## src/hw/rtl/emfp_pkg.sv

```systemverilog
// shared types and constants of the energy meter frame parser
`default_nettype none
package emfp_pkg;

  localparam int FRAME_BYTES = 24;
  localparam int POS_W       = 5;
  localparam int BYTE_W      = 8;
  localparam int COEF_W      = 24;
  localparam int GAIN_W      = 10;
  localparam int FLOOR_W     = 16;
  localparam int QUOT_W      = 34;
  localparam int WATT_W      = 24;
  localparam int PULSE_W     = 16;
  localparam int CFG_IDX_W   = 2;
  localparam int CFG_DATA_W  = 16;
  localparam int STEP_W      = 6;

  localparam logic [POS_W-1:0]  LAST_POS  = POS_W'(FRAME_BYTES - 1);
  localparam logic [STEP_W-1:0] LAST_STEP = STEP_W'(QUOT_W - 1);

  // header bytes
  localparam logic [BYTE_W-1:0] HDR_NORMAL = 8'h55;
  localparam logic [BYTE_W-1:0] HDR_ALT    = 8'hF2;
  localparam logic [BYTE_W-1:0] HDR_SYNC   = 8'h5A;

  // header status masks
  localparam logic [BYTE_W-1:0] MASK_ABNORMAL = 8'hFC;
  localparam logic [BYTE_W-1:0] MASK_VFAULT   = 8'hF8;
  localparam logic [BYTE_W-1:0] MASK_AFAULT   = 8'hF4;
  localparam logic [BYTE_W-1:0] MASK_PFAULT   = 8'hF2;
  localparam logic [BYTE_W-1:0] ADJ_POWER_EN  = 8'h10;

  // register indexes
  localparam logic [CFG_IDX_W-1:0] REG_VOLTAGE_GAIN  = 2'd0;
  localparam logic [CFG_IDX_W-1:0] REG_CURRENT_GAIN  = 2'd1;
  localparam logic [CFG_IDX_W-1:0] REG_CURRENT_FLOOR = 2'd2;

  localparam logic [GAIN_W-1:0]  RST_VOLTAGE_GAIN  = 10'd10;
  localparam logic [GAIN_W-1:0]  RST_CURRENT_GAIN  = 10'd1000;
  localparam logic [FLOOR_W-1:0] RST_CURRENT_FLOOR = 16'd100;

  // reading selected for the shared divider
  localparam logic [1:0] OP_VOLT = 2'd0;
  localparam logic [1:0] OP_AMP  = 2'd1;
  localparam logic [1:0] OP_WATT = 2'd2;

  typedef struct packed {
    logic       take;   // input word accepted
    logic       load;   // load numerator and divisor for op
    logic       step;   // one restoring divide step
    logic       store;  // write quotient into the reading for op
    logic       push;   // move readings into the output register
    logic [1:0] op;
  } emfp_cmd_t;

  typedef struct packed {
    logic frame_end;  // next word completes a frame
    logic abnormal;   // stored header flags abnormal hardware
  } emfp_stat_t;

endpackage
`default_nettype wire

```

## src/hw/rtl/emfp_datapath.sv

```systemverilog
// frame store, multiplier, shared serial divider and reading registers
`default_nettype none
module emfp_datapath (
  input  wire logic                                 clk,
  input  wire logic                                 rst_n,
  input  wire emfp_pkg::emfp_cmd_t                  cmd,
  output emfp_pkg::emfp_stat_t                      stat,
  input  wire logic [emfp_pkg::BYTE_W-1:0]          rx_byte,
  input  wire logic                                 relay_on,
  input  wire logic [emfp_pkg::GAIN_W-1:0]          voltage_gain,
  input  wire logic [emfp_pkg::GAIN_W-1:0]          current_gain,
  input  wire logic [emfp_pkg::FLOOR_W-1:0]         current_floor,
  output logic      [emfp_pkg::QUOT_W-1:0]          volts,
  output logic      [emfp_pkg::QUOT_W-1:0]          amps,
  output logic      [emfp_pkg::WATT_W-1:0]          watts,
  output logic      [emfp_pkg::PULSE_W-1:0]         pulse_count
);

  logic [emfp_pkg::BYTE_W-1:0] frame_r [emfp_pkg::FRAME_BYTES];
  logic [emfp_pkg::POS_W-1:0]  pos_r;
  logic [emfp_pkg::BYTE_W-1:0] last_r;
  logic                        relay_r;

  logic [emfp_pkg::QUOT_W-1:0] quot_r;
  logic [emfp_pkg::COEF_W-1:0] rem_r;
  logic [emfp_pkg::COEF_W-1:0] dvs_r;

  logic [emfp_pkg::QUOT_W-1:0] volts_r;
  logic [emfp_pkg::QUOT_W-1:0] amps_r;
  logic [emfp_pkg::WATT_W-1:0] watts_r;

  logic                        hdr_hit;
  logic [emfp_pkg::BYTE_W-1:0] hdr;
  logic [emfp_pkg::COEF_W-1:0] coef_sel;
  logic [emfp_pkg::COEF_W-1:0] cycle_sel;
  logic [emfp_pkg::GAIN_W-1:0] gain_sel;
  logic [emfp_pkg::QUOT_W-1:0] product;
  logic [emfp_pkg::COEF_W:0]   rem_sh;
  logic [emfp_pkg::COEF_W:0]   rem_sub;
  logic                        dvs_zero;
  logic [emfp_pkg::QUOT_W-1:0] amps_raw;

  assign hdr     = frame_r[0];
  assign hdr_hit = (last_r == emfp_pkg::HDR_NORMAL || last_r == emfp_pkg::HDR_ALT)
                   && rx_byte == emfp_pkg::HDR_SYNC;

  assign stat.frame_end = (pos_r == emfp_pkg::LAST_POS);
  assign stat.abnormal  = (hdr & emfp_pkg::MASK_ABNORMAL) == emfp_pkg::MASK_ABNORMAL;

  // frame capture
  always_ff @(posedge clk) begin
    if (!rst_n) begin
      pos_r   <= '0;
      last_r  <= '0;
      relay_r <= 1'b0;
    end else if (cmd.take) begin
      last_r <= rx_byte;
      if (pos_r == '0) begin
        if (hdr_hit) begin
          pos_r <= emfp_pkg::POS_W'(2);
        end
      end else if (pos_r == emfp_pkg::LAST_POS) begin
        pos_r   <= '0;
        relay_r <= relay_on;
      end else begin
        pos_r <= pos_r + 1'b1;
      end
    end
  end

  always_ff @(posedge clk) begin
    if (cmd.take) begin
      if (pos_r == '0) begin
        if (hdr_hit) begin
          frame_r[0] <= last_r;
          frame_r[1] <= rx_byte;
        end
      end else begin
        frame_r[pos_r] <= rx_byte;
      end
    end
  end

  // operand selection, big-endian fields of the frame
  always_comb begin
    case (cmd.op)
      emfp_pkg::OP_VOLT: begin
        coef_sel  = {frame_r[2], frame_r[3], frame_r[4]};
        cycle_sel = {frame_r[5], frame_r[6], frame_r[7]};
        gain_sel  = voltage_gain;
      end
      emfp_pkg::OP_AMP: begin
        coef_sel  = {frame_r[8], frame_r[9], frame_r[10]};
        cycle_sel = {frame_r[11], frame_r[12], frame_r[13]};
        gain_sel  = current_gain;
      end
      default: begin
        coef_sel  = {frame_r[14], frame_r[15], frame_r[16]};
        cycle_sel = {frame_r[17], frame_r[18], frame_r[19]};
        gain_sel  = emfp_pkg::GAIN_W'(1);
      end
    endcase
  end

  assign product = emfp_pkg::QUOT_W'(coef_sel) * emfp_pkg::QUOT_W'(gain_sel);

  // restoring division, one quotient bit a cycle
  assign rem_sh  = {rem_r, quot_r[emfp_pkg::QUOT_W-1]};
  assign rem_sub = rem_sh - {1'b0, dvs_r};

  always_ff @(posedge clk) begin
    if (cmd.load) begin
      quot_r <= product;
      rem_r  <= '0;
      dvs_r  <= cycle_sel;
    end else if (cmd.step) begin
      if (rem_sh >= {1'b0, dvs_r}) begin
        rem_r  <= rem_sub[emfp_pkg::COEF_W-1:0];
        quot_r <= {quot_r[emfp_pkg::QUOT_W-2:0], 1'b1};
      end else begin
        rem_r  <= rem_sh[emfp_pkg::COEF_W-1:0];
        quot_r <= {quot_r[emfp_pkg::QUOT_W-2:0], 1'b0};
      end
    end
  end

  assign dvs_zero = (dvs_r == '0);
  assign amps_raw = (!relay_r || dvs_zero ||
                     (hdr & emfp_pkg::MASK_AFAULT) == emfp_pkg::MASK_AFAULT) ? '0 : quot_r;

  always_ff @(posedge clk) begin
    if (cmd.store) begin
      case (cmd.op)
        emfp_pkg::OP_VOLT: begin
          if (!relay_r || dvs_zero ||
              (hdr & emfp_pkg::MASK_VFAULT) == emfp_pkg::MASK_VFAULT) begin
            volts_r <= '0;
          end else begin
            volts_r <= quot_r;
          end
        end
        emfp_pkg::OP_AMP: begin
          if (amps_raw < emfp_pkg::QUOT_W'(current_floor)) begin
            amps_r <= '0;
          end else begin
            amps_r <= amps_raw;
          end
        end
        default: begin
          if (!relay_r || dvs_zero ||
              (frame_r[20] & emfp_pkg::ADJ_POWER_EN) == '0 ||
              (hdr & emfp_pkg::MASK_PFAULT) == emfp_pkg::MASK_PFAULT) begin
            watts_r <= '0;
          end else begin
            watts_r <= quot_r[emfp_pkg::WATT_W-1:0];
          end
        end
      endcase
    end
  end

  assign volts       = volts_r;
  assign amps        = amps_r;
  assign watts       = watts_r;
  assign pulse_count = {frame_r[21], frame_r[22]};

endmodule
`default_nettype wire

```

## src/hw/rtl/emfp_ctrl.sv

```systemverilog
// controller: byte intake, divider sequencing and result hand-off
`default_nettype none
module emfp_ctrl (
  input  wire logic                 clk,
  input  wire logic                 rst_n,
  input  wire logic                 in_valid,
  output logic                      in_ready,
  input  wire logic                 out_full,
  input  wire logic                 out_ready,
  input  wire emfp_pkg::emfp_stat_t stat,
  output emfp_pkg::emfp_cmd_t       cmd
);

  localparam logic [2:0] S_IDLE  = 3'd0;
  localparam logic [2:0] S_LOAD  = 3'd1;
  localparam logic [2:0] S_DIV   = 3'd2;
  localparam logic [2:0] S_STORE = 3'd3;
  localparam logic [2:0] S_PUSH  = 3'd4;

  logic [2:0]                  state_r, state_nxt;
  logic [1:0]                  op_r, op_nxt;
  logic [emfp_pkg::STEP_W-1:0] cnt_r, cnt_nxt;
  logic                        in_fire;
  logic                        out_space;

  assign in_ready  = (state_r == S_IDLE);
  assign in_fire   = in_valid && in_ready;
  assign out_space = !out_full || out_ready;

  always_comb begin
    state_nxt = state_r;
    op_nxt    = op_r;
    cnt_nxt   = cnt_r;
    cmd       = '0;
    cmd.op    = op_r;
    cmd.take  = in_fire;
    unique case (state_r)
      S_IDLE: begin
        if (in_fire && stat.frame_end && !stat.abnormal) begin
          state_nxt = S_LOAD;
          op_nxt    = emfp_pkg::OP_VOLT;
        end
      end
      S_LOAD: begin
        cmd.load  = 1'b1;
        cnt_nxt   = '0;
        state_nxt = S_DIV;
      end
      S_DIV: begin
        cmd.step = 1'b1;
        cnt_nxt  = cnt_r + 1'b1;
        if (cnt_r == emfp_pkg::LAST_STEP) begin
          state_nxt = S_STORE;
        end
      end
      S_STORE: begin
        cmd.store = 1'b1;
        if (op_r == emfp_pkg::OP_WATT) begin
          state_nxt = S_PUSH;
        end else begin
          op_nxt    = op_r + 1'b1;
          state_nxt = S_LOAD;
        end
      end
      S_PUSH: begin
        if (out_space) begin
          cmd.push  = 1'b1;
          state_nxt = S_IDLE;
        end
      end
      default: begin
        state_nxt = S_IDLE;
      end
    endcase
  end

  always_ff @(posedge clk) begin
    if (!rst_n) begin
      state_r <= S_IDLE;
      op_r    <= emfp_pkg::OP_VOLT;
      cnt_r   <= '0;
    end else begin
      state_r <= state_nxt;
      op_r    <= op_nxt;
      cnt_r   <= cnt_nxt;
    end
  end

  a_idle_holds: assert property (@(posedge clk) disable iff (!rst_n)
    (state_r == S_IDLE && !in_fire) |=> state_r == S_IDLE)
    else $error("controller left idle without a word");

  a_div_len: assert property (@(posedge clk) disable iff (!rst_n)
    (state_r == S_DIV && cnt_r == emfp_pkg::LAST_STEP) |=> state_r == S_STORE)
    else $error("divide did not end after the last step");

  a_watt_push: assert property (@(posedge clk) disable iff (!rst_n)
    (state_r == S_STORE && op_r == emfp_pkg::OP_WATT) |=> state_r == S_PUSH)
    else $error("power reading stored without hand-off");

endmodule
`default_nettype wire

```

## src/hw/rtl/energy_meter_frame_parser.sv

```systemverilog
// Energy meter frame parser top level: configuration registers and output register.
// Usage: feed received serial bytes on the in_ channel, one word per byte, with the
// relay state alongside. The block hunts for a header (0x55 or 0xF2 then 0x5A), stores
// the 24-byte frame and, at its last byte, decodes voltage, current, power and the CF
// pulse count into one word on the out_ channel; frames flagged abnormal give nothing.
// Throughput: one byte per cycle while a frame is being collected. The byte that ends
// a frame not flagged abnormal starts three divisions on one shared restoring divider,
// each a load, a restoring step for each of the 34 quotient bits and a store, then a
// hand-off into the output register, and in_tready stays low until that hand-off.
// The output register lets byte intake go on while a result waits to be taken; if the
// receiver still stalls when the next frame's result is ready, the block holds that
// result and keeps in_tready low until the output register frees.
// Reset (rst_n low, synchronous) returns to header hunting, empties the output register
// and sets voltage_gain 10, current_gain 1000, current_floor 100.
// Configuration is written through cfg_we/cfg_index/cfg_wdata; the user must do so only
// while the block is idle, as the block itself does not enforce it; index 3 is ignored.
`default_nettype none
module energy_meter_frame_parser (
  input  wire logic                                clk,
  input  wire logic                                rst_n,
  input  wire logic                                in_tvalid,
  output logic                                     in_tready,
  input  wire logic [15:0]                         in_tdata,   // rx_byte, relay_on
  output logic                                     out_tvalid,
  input  wire logic                                out_tready,
  output logic      [111:0]                        out_tdata,  // volts, amps, watts, pulse_count
  input  wire logic                                cfg_we,
  input  wire logic [emfp_pkg::CFG_IDX_W-1:0]      cfg_index,
  input  wire logic [emfp_pkg::CFG_DATA_W-1:0]     cfg_wdata
);

  logic [emfp_pkg::GAIN_W-1:0]  vgain_r;
  logic [emfp_pkg::GAIN_W-1:0]  cgain_r;
  logic [emfp_pkg::FLOOR_W-1:0] floor_r;

  logic         out_tvalid_r;
  logic [107:0] out_data_r;

  emfp_pkg::emfp_cmd_t  cmd;
  emfp_pkg::emfp_stat_t stat;

  logic [emfp_pkg::QUOT_W-1:0]  volts;
  logic [emfp_pkg::QUOT_W-1:0]  amps;
  logic [emfp_pkg::WATT_W-1:0]  watts;
  logic [emfp_pkg::PULSE_W-1:0] pulse_count;

  always_ff @(posedge clk) begin
    if (!rst_n) begin
      vgain_r <= emfp_pkg::RST_VOLTAGE_GAIN;
      cgain_r <= emfp_pkg::RST_CURRENT_GAIN;
      floor_r <= emfp_pkg::RST_CURRENT_FLOOR;
    end else if (cfg_we) begin
      unique case (cfg_index)
        emfp_pkg::REG_VOLTAGE_GAIN:  vgain_r <= cfg_wdata[emfp_pkg::GAIN_W-1:0];
        emfp_pkg::REG_CURRENT_GAIN:  cgain_r <= cfg_wdata[emfp_pkg::GAIN_W-1:0];
        emfp_pkg::REG_CURRENT_FLOOR: floor_r <= cfg_wdata;
        default: ;
      endcase
    end
  end

  emfp_ctrl u_ctrl (
    .clk       (clk),
    .rst_n     (rst_n),
    .in_valid  (in_tvalid),
    .in_ready  (in_tready),
    .out_full  (out_tvalid_r),
    .out_ready (out_tready),
    .stat      (stat),
    .cmd       (cmd)
  );

  emfp_datapath u_datapath (
    .clk           (clk),
    .rst_n         (rst_n),
    .cmd           (cmd),
    .stat          (stat),
    .rx_byte       (in_tdata[7:0]),
    .relay_on      (in_tdata[8]),
    .voltage_gain  (vgain_r),
    .current_gain  (cgain_r),
    .current_floor (floor_r),
    .volts         (volts),
    .amps          (amps),
    .watts         (watts),
    .pulse_count   (pulse_count)
  );

  // output register
  always_ff @(posedge clk) begin
    if (!rst_n) begin
      out_tvalid_r <= 1'b0;
    end else if (cmd.push) begin
      out_tvalid_r <= 1'b1;
    end else if (out_tready) begin
      out_tvalid_r <= 1'b0;
    end
  end

  always_ff @(posedge clk) begin
    if (cmd.push) begin
      out_data_r <= {pulse_count, watts, amps, volts};
    end
  end

  assign out_tvalid = out_tvalid_r;
  assign out_tdata  = {4'b0, out_data_r};

  a_push_shows: assert property (@(posedge clk) disable iff (!rst_n)
    cmd.push |=> out_tvalid)
    else $error("result word not presented after hand-off");

  a_push_room: assert property (@(posedge clk) disable iff (!rst_n)
    cmd.push |-> (!out_tvalid_r || out_tready))
    else $error("hand-off overwrote a waiting result");

endmodule
`default_nettype wire
```

## config.mk

```make
export PLATFORM = sky130hd
export DESIGN_NAME = energy_meter_frame_parser
export DESIGN_NICKNAME = d
export VERILOG_FILES = /design/src/hw/rtl/emfp_pkg.sv /design/src/hw/rtl/emfp_datapath.sv /design/src/hw/rtl/emfp_ctrl.sv /design/src/hw/rtl/energy_meter_frame_parser.sv
export SDC_FILE = /design/constraint.sdc
export NUM_CORES = 1
export LEC_CHECK = 0
export ABC_AREA = 1
export BUFFER_PORTS_ARGS = -buffer_cell sky130_fd_sc_hd__buf_2
export CELL_PAD_IN_SITES_DETAIL_PLACEMENT = 2
export CELL_PAD_IN_SITES_GLOBAL_PLACEMENT = 2
export CORE_MARGIN = 5
export CORE_UTILIZATION = 35
export DETAILED_ROUTE_END_ITERATION = 16
export PLACE_DENSITY_LB_ADDON = 0.3
export SLEW_MARGIN = 0
export SYNTH_ARGS = -nofsm -noshare
export SYNTH_HDL_FRONTEND = slang
export SYNTH_HIERARCHICAL = 1
export SYNTH_SLANG_ARGS = --single-unit
```

## constraint.sdc

```tcl
create_clock -name clk -period 8.1 [get_ports clk]
set_input_delay 1.215 -clock clk [delete_from_list [all_inputs] [get_ports clk]]
set_output_delay 1.215 -clock clk [all_outputs]
set_load 0.01 [all_outputs]
```

Yosys cells after proc, flatten, opt, wreduce, memory -nomap -nowiden
Memories as Yosys holds them, arrays and structs flattened. A register that Yosys moved wholly into a read port is not among the register bits.
Cells that the tools add are included.
W data, S select, Z words.
{"block": "classes", "n_addsub": 4, "mul": 1, "n_div": 0, "n_lt_le_gt_ge": 2, "n_eq_ne": 22, "shifts": 0, "muxes": 37, "n_bitwise": 2, "n_reduce_logical": 36}
{"cell": "$mux W34", "count": 3}
{"cell": "$pmux W24 S2", "count": 2}
{"cell": "$lt A34 B16 Y1", "count": 1}
{"cell": "$mul A24 B10 Y34", "count": 1}
{"cell": "$ge A25 B24 Y1", "count": 1}
{"cell": "$logic_not A24 Y1", "count": 1}
{"cell": "$mux W24", "count": 1}
{"cell": "$sub A24 B24 Y24", "count": 1}
{"cell": "$eq A5 B5 Y1 const B", "count": 4}
{"cell": "$mux W5", "count": 4}
{"cell": "$pmux W10 S2", "count": 1}
{"cell": "$eq A8 B7 Y1 const B", "count": 2}
{"cell": "$mux W1", "count": 16}
{"cell": "$pmux W3 S5", "count": 1}
{"cell": "$reduce_and A2 Y1", "count": 7}
{"cell": "$eq A6 B6 Y1 const B", "count": 2}
{"cell": "$mux W3", "count": 4}
{"cell": "$pmux W6 S2", "count": 1}
{"cell": "$reduce_and A3 Y1", "count": 3}
{"cell": "$eq A8 B8 Y1 const B", "count": 1}
{"cell": "$logic_not A8 Y1", "count": 1}
{"cell": "$mux W8", "count": 1}
{"cell": "$reduce_bool A2 Y1", "count": 4}
{"cell": "$reduce_or A8 Y1", "count": 1}
{"cell": "20 further kinds", "count": 40}
{"block": "word_totals", "regBits": 344, "latchBits": 0, "ramBits": 192, "romBits": 0, "in_bits": 39, "out_inout_bits": 114, "elab_cells": 122, "mem_count": 1}
{"memory": "u_datapath.frame_r", "depth": 24, "width": 8, "read_ports": 22, "rd_clocked_by_memory_dff": 2, "wr": 2, "line_no": "emfp_datapath.sv:19", "text": "logic [emfp_pkg::BYTE_W-1:0] frame_r [emfp_pkg::FRAME_BYTES];"}

Logic depth before layout (Yosys ltp)
{"block": "logic_depth", "ltp_word": 8, "mapped_depth": 30, "mapped_depth_nobuf": 28}

By module
The synthesis kept the hierarchy.
{"module": "emfp_datapath", "instances": 1, "cells_per_inst": 2440, "area_per_inst_um2": 23221.0, "seq_area_each_um2": 10309.9}
{"module": "energy_meter_frame_parser", "instances": 1, "cells_per_inst": 330, "area_per_inst_um2": 4830.9, "seq_area_each_um2": 3983.8}
{"module": "emfp_ctrl", "instances": 1, "cells_per_inst": 99, "area_per_inst_um2": 659.4, "seq_area_each_um2": 220.2}

Worst setup path after synthesis
No wires, ideal clock.
{"block": "synth_timing", "kind": "input to register", "from": "input out_tready", "to": "register out_data_r[0] (enable)", "setup_ns": 0.613, "arrival_ns": 6.524, "required_ns": 7.487, "setup_slack_ns": 0.964, "path_stages": 2, "n_path_buf": 0, "cell_sequence": "inv_1 -> a21oi_1"}
{"item": "start, declared", "line_no": "energy_meter_frame_parser.sv:25", "text": "input wire logic out_tready,"}
{"item": "end signal, assigned", "line_no": "energy_meter_frame_parser.sv:102", "text": "out_data_r <= {pulse_count, watts, amps, volts};"}
{"item": "end, declared", "line_no": "energy_meter_frame_parser.sv:37", "text": "logic [107:0] out_data_r;"}

Final worst setup path
{"block": "layout_timing", "from": "register u_ctrl.op_r[1]", "to": "register u_datapath/quot_r[31] (netlist bit) (data pin)"}
{"block": "layout_via", "elab_chain_cells": 4, "word_cells_on_any_way": 6, "classes_between": "mul: 1; eq/ne: 1; mux: 3; reduce/logical: 1"}
{"item": "start, declared", "line_no": "emfp_ctrl.sv:21", "text": "logic [1:0] op_r, op_nxt;"}
{"item": "start signal, assigned", "line_no": "emfp_ctrl.sv:80", "text": "op_r <= emfp_pkg::OP_VOLT;"}
{"item": "start signal, assigned", "line_no": "emfp_ctrl.sv:84", "text": "op_r <= op_nxt;"}
{"item": "$eq A2 B1 Y1 / $logic_not A2 Y1 (equally long branches)", "line_no": "emfp_datapath.sv:86", "text": "case (cmd.op)"}
{"item": "$pmux W24 S2 / $pmux W10 S2 (equally long branches)", "line_no": "emfp_datapath.sv:86"}
{"item": "$mul A24 B10 Y34 *", "line_no": "emfp_datapath.sv:105", "text": "assign product = emfp_pkg::QUOT_W'(coef_sel) * emfp_pkg::QUOT_W'(gain_sel);"}
{"item": "$mux W34 *", "line_no": "emfp_datapath.sv:112", "text": "if (cmd.load) begin"}
{"item": "end signal, assigned", "line_no": "emfp_datapath.sv:113", "text": "quot_r <= product;"}
{"item": "end signal, assigned", "line_no": "emfp_datapath.sv:119", "text": "quot_r <= {quot_r[emfp_pkg::QUOT_W-2:0], 1'b1};"}
{"item": "end signal, assigned", "line_no": "emfp_datapath.sv:122", "text": "quot_r <= {quot_r[emfp_pkg::QUOT_W-2:0], 1'b0};"}
{"item": "end, declared", "line_no": "emfp_datapath.sv:24", "text": "logic [emfp_pkg::QUOT_W-1:0] quot_r;"}
Every way passes the cells marked *; elsewhere a longest branch is shown, timed or not.
A chain may end at the register's enable or synchronous reset.

==> results.ini <==
[grt]
grt_pass1_vias = 24420
grt_overflow = 0
grt_max_degree = 76
grt_pass1_wl_mm = 145.4
grtUsageTotal = 0.2168
grt_antenna_before_repair = 3

[yosys]
ys.flop_type = edfxtp_1
synth_area_leaders = edfxtp_1 (45%), fa_1 (12%), nand2_1 (7.3%)
netlist_area_mm2 = 0.02871
yosys_warnings = 6
synth-seq-area-share = 0.5055
synth.distinct_cells = 57
ys_top_cells_by_count = nand2_1 (556), inv_1 (470), edfxtp_1 (426)
synth_edf_count = 426
synth_cells = 2869
async_flop_share = 0
synth_top_cell_area_share = 0.4455
avgSynthCellArea_um2 = 10.01
yosysTopAreaCell = edfxtp_1
ys_ff_latch = 512
yosysMostFrequentCell = nand2_1

[sta]
fin_worst_skew_ns = 0.01416
relSlewSlack = 0.1136
timing.final.crit_share = 0.9011
fmax_mhz = 137.0
rsz0062_at_grt = no
period_needed_ns = 7.299
fin_tns_setup_ns = 0
hold_viol = 0
worst_pin_slew_ns = 1.327
hold-worst-slack_ns = 0.4182
setup_violations = 0
drv_slew = 0

[placed_design]
gp_congestion = 0.8450
place_area_mm2 = 0.03061
port_buffers = 141
hpwl_mm = 72.68
dp.cells = 4029

[final_layout]
fill_cells = 8869
fin_area_mm2 = 0.03254
drive_gt1_frac = 0.1096
nets = 3348
area_growth_pct = 13.33
final_cells = 4137

[floorplan]
die_w_um = 296.4
die-area_mm2 = 0.08786
start_util = 0.3514
rows = 105
io_pins = 153
chipHeight_um = 296.4
core-area_mm2 = 0.08172

[min_path]
hold_path.class = reg2reg
hp-start = u_datapath/watts[17]$_SDFFCE_PP0P_
holdPathStages = 0
hold_end = out_data_r[85]$_DFFE_PP_

[cts]
cts_hold_buffers = 0
cts_root_buffer = clkbuf_16
cts_tree = done
cts_inserted_buffers = 58
clock_latency_ns = 0.63
ctsResizeCount = 0
cts_max_path_buffers = 3
cts_setup_buffers = 0
clock-sinks = 512
htree_levels = 2
clk_pin_slew_ns = 0.06

[critical_path]
crit_required_ns = 8.48
r2r_slack_ns = 0.80
cp_max_fo = 34
startpoint_type = register
r2r-end = u_datapath/quot_r[31]$_DFFE_PP_
r2r-start = u_ctrl/op_r[1]$_SDFFE_PN0P_
crit_type = reg2reg
reg2reg_depth = 23
cp-end-kind = register
crit_arrival_ns = 7.68

[pwr]
powerDensity_mw_per_mm2 = 298.0
ir_worst_vdd_v = 0.0001768
power_uw = 9695
leakagePower_uw = 0.01399

[route]
viasPerCell = 5.086
wl_mm = 96.18
drt_pre_antenna_iters = 5
drt_iter0_markers = 1002
detail_route.wl_per_cell_um = 23.25
via_count = 21040
route.detailed.drc = 0
ant_nets = 0

[run_status]
status = completed

[job]
maxCapViolCount = 0

==> registers in the layout (all words and copies together) (netlist names) <==
signal / count
u_datapath/frame_r: 168
out_data_r: 108
u_datapath/amps: 34
u_datapath/quot_r: 34
u_datapath/volts: 34
u_datapath/dvs_r: 24
u_datapath/rem_r: 24
u_datapath/watts: 24
floor_r: 16
cgain_r: 10
vgain_r: 10
u_datapath/last_r: 8
u_ctrl/cnt_r: 6
u_datapath/pos_r: 5
u_ctrl/state_r: 3
u_ctrl/op_r: 2
out_tvalid: 1
u_datapath/relay_r: 1
==> report_power, final <==
group | switching [uW] | leakage, uW | internal (uW)
combinational | 2690 | 0.00859 | 1340
clock | 1110 | 0.000941 | 1540
sequential | 75.3 | 0.00446 | 2940
total | 3880 | 0.0140 | 5820
==> worst max path at each step <==
stage | start | end | slack [ns] | cells past startpoint
after CTS | u_ctrl/op_r[1]$_SDFFE_PN0P_ | u_datapath/quot_r[31]$_DFFE_PP_ | 0.78 | 23
after floorplan | out_tready | out_data_r[0]$_DFFE_PP_ | 0.96 | 2
final | u_ctrl/op_r[1]$_SDFFE_PN0P_ | u_datapath/quot_r[31]$_DFFE_PP_ | 0.80 | 23
after detailed placement | u_ctrl/op_r[1]$_SDFFE_PN0P_ | u_datapath/quot_r[31]$_DFFE_PP_ | 0.85 | 23
after global placement | u_ctrl/op_r[1]$_SDFFE_PN0P_ | u_datapath/quot_r[31]$_DFFE_PP_ | 1.10 | 23
after global routing | u_ctrl/op_r[1]$_SDFFE_PN0P_ | u_datapath/quot_r[31]$_DFFE_PP_ | 0.41 | 23
==> critical path, stage by stage, from the launching register on <==
cell and delay (ns):
dfxtp_1 0.53, nor2_2 0.09, inv_2 0.68, o22ai_2 0.27, inv_1 0.51, nor2_1 0.15, fa_1 0.56, inv_1 0.06
fa_1 0.53, inv_1 0.05, fa_1 0.50, fa_1 0.54, inv_1 0.05, fa_1 0.55, inv_1 0.05, ha_1 0.36
a21oi_1 0.26, o21ai_0 0.18, a21oi_1 0.32, nor2_1 0.09, nor3_1 0.34, nand3_1 0.16, nand3_1 0.12, nand2_1 0.06
==> final cells by class <==
cell class / count / area, um^2 / area share
antenna: 2 / 5.005 / 0.0001538
clock buffer: 80 / 1625 / 0.04995
clock inverter: 26 / 296.5 / 0.009114
inverter: 482 / 1809 / 0.05560
multi-input combinational: 1792 / 12000 / 0.3689
sequential: 512 / 14510 / 0.4461
tap: 1070 / 1339 / 0.04115
timing repair buffer: 173 / 945.9 / 0.02907
==> metal layers <==
metal | global-route usage | vias up | part of all wire
met3 | 0.02285 | 168 | 0.028
met5 | 0 | - | 0
met1 | 0.2452 | 10910 | 0.40
li1 | - | 9584 | -
met4 | 0.08708 | 0 | 0.044
met2 | 0.4166 | 375 | 0.53
==> placed cells by master, fill, tap and decap left out, types with 19 or more instances in the layout <==
| cell | Yosys | layout |
|---|---|---|
| xnor2_1 | 21 | 21 |
| fa_1 | 175 | 175 |
| nor2_1 | 388 | 386 |
| buf_2 | 31 | 141 |
| inv_1 | 470 | 468 |
| dfxtp_1 | 86 | 86 |
| ha_1 | 115 | 115 |
| a21oi_1 | 93 | 92 |
| buf_4 | 7 | 32 |
| nand4_1 | 46 | 46 |
| clkbuf_16 | 0 | 59 |
| o21ai_1 | 19 | 19 |
| o21a_1 | 22 | 22 |
| o21ai_0 | 71 | 71 |
| nand2_1 | 556 | 556 |
| edfxtp_1 | 426 | 426 |
| o22a_1 | 23 | 23 |
| nand3_1 | 121 | 121 |
==> metrics by stage <==
| step | setup WS, ns | utilization |
|---|---|---|
| 3_5_place_dp | 0.8525 | 0.3746 |
| 2_1_floorplan | 0.9636 | - |
| 4_1_cts | 0.7826 | 0.3981 |
| 5_1_grt | 0.4135 | 0.3982 |
| 6_report | 0.8011 | 0.3982 |
| 3_3_place_gp | 1.100 | 0.3746 |
==> logic make-up (layout without fill, tap and decap cells) <==
logic type | Yosys count | in the layout | synth area share
buffers and inverters | 568 | 761 | 0.07796
AO/OA/AOI/OAI | 287 | 287 | 0.06184
adder cells (fa/ha/maj) | 290 | 290 | 0.1721
XOR/XNOR | 30 | 30 | 0.009152
other | 1 | 6 | 0.0001306
flip-flops | 512 | 512 | 0.5055
AND/OR/NAND/NOR | 1181 | 1181 | 0.1733
Power figures use the tool's default switching activity.
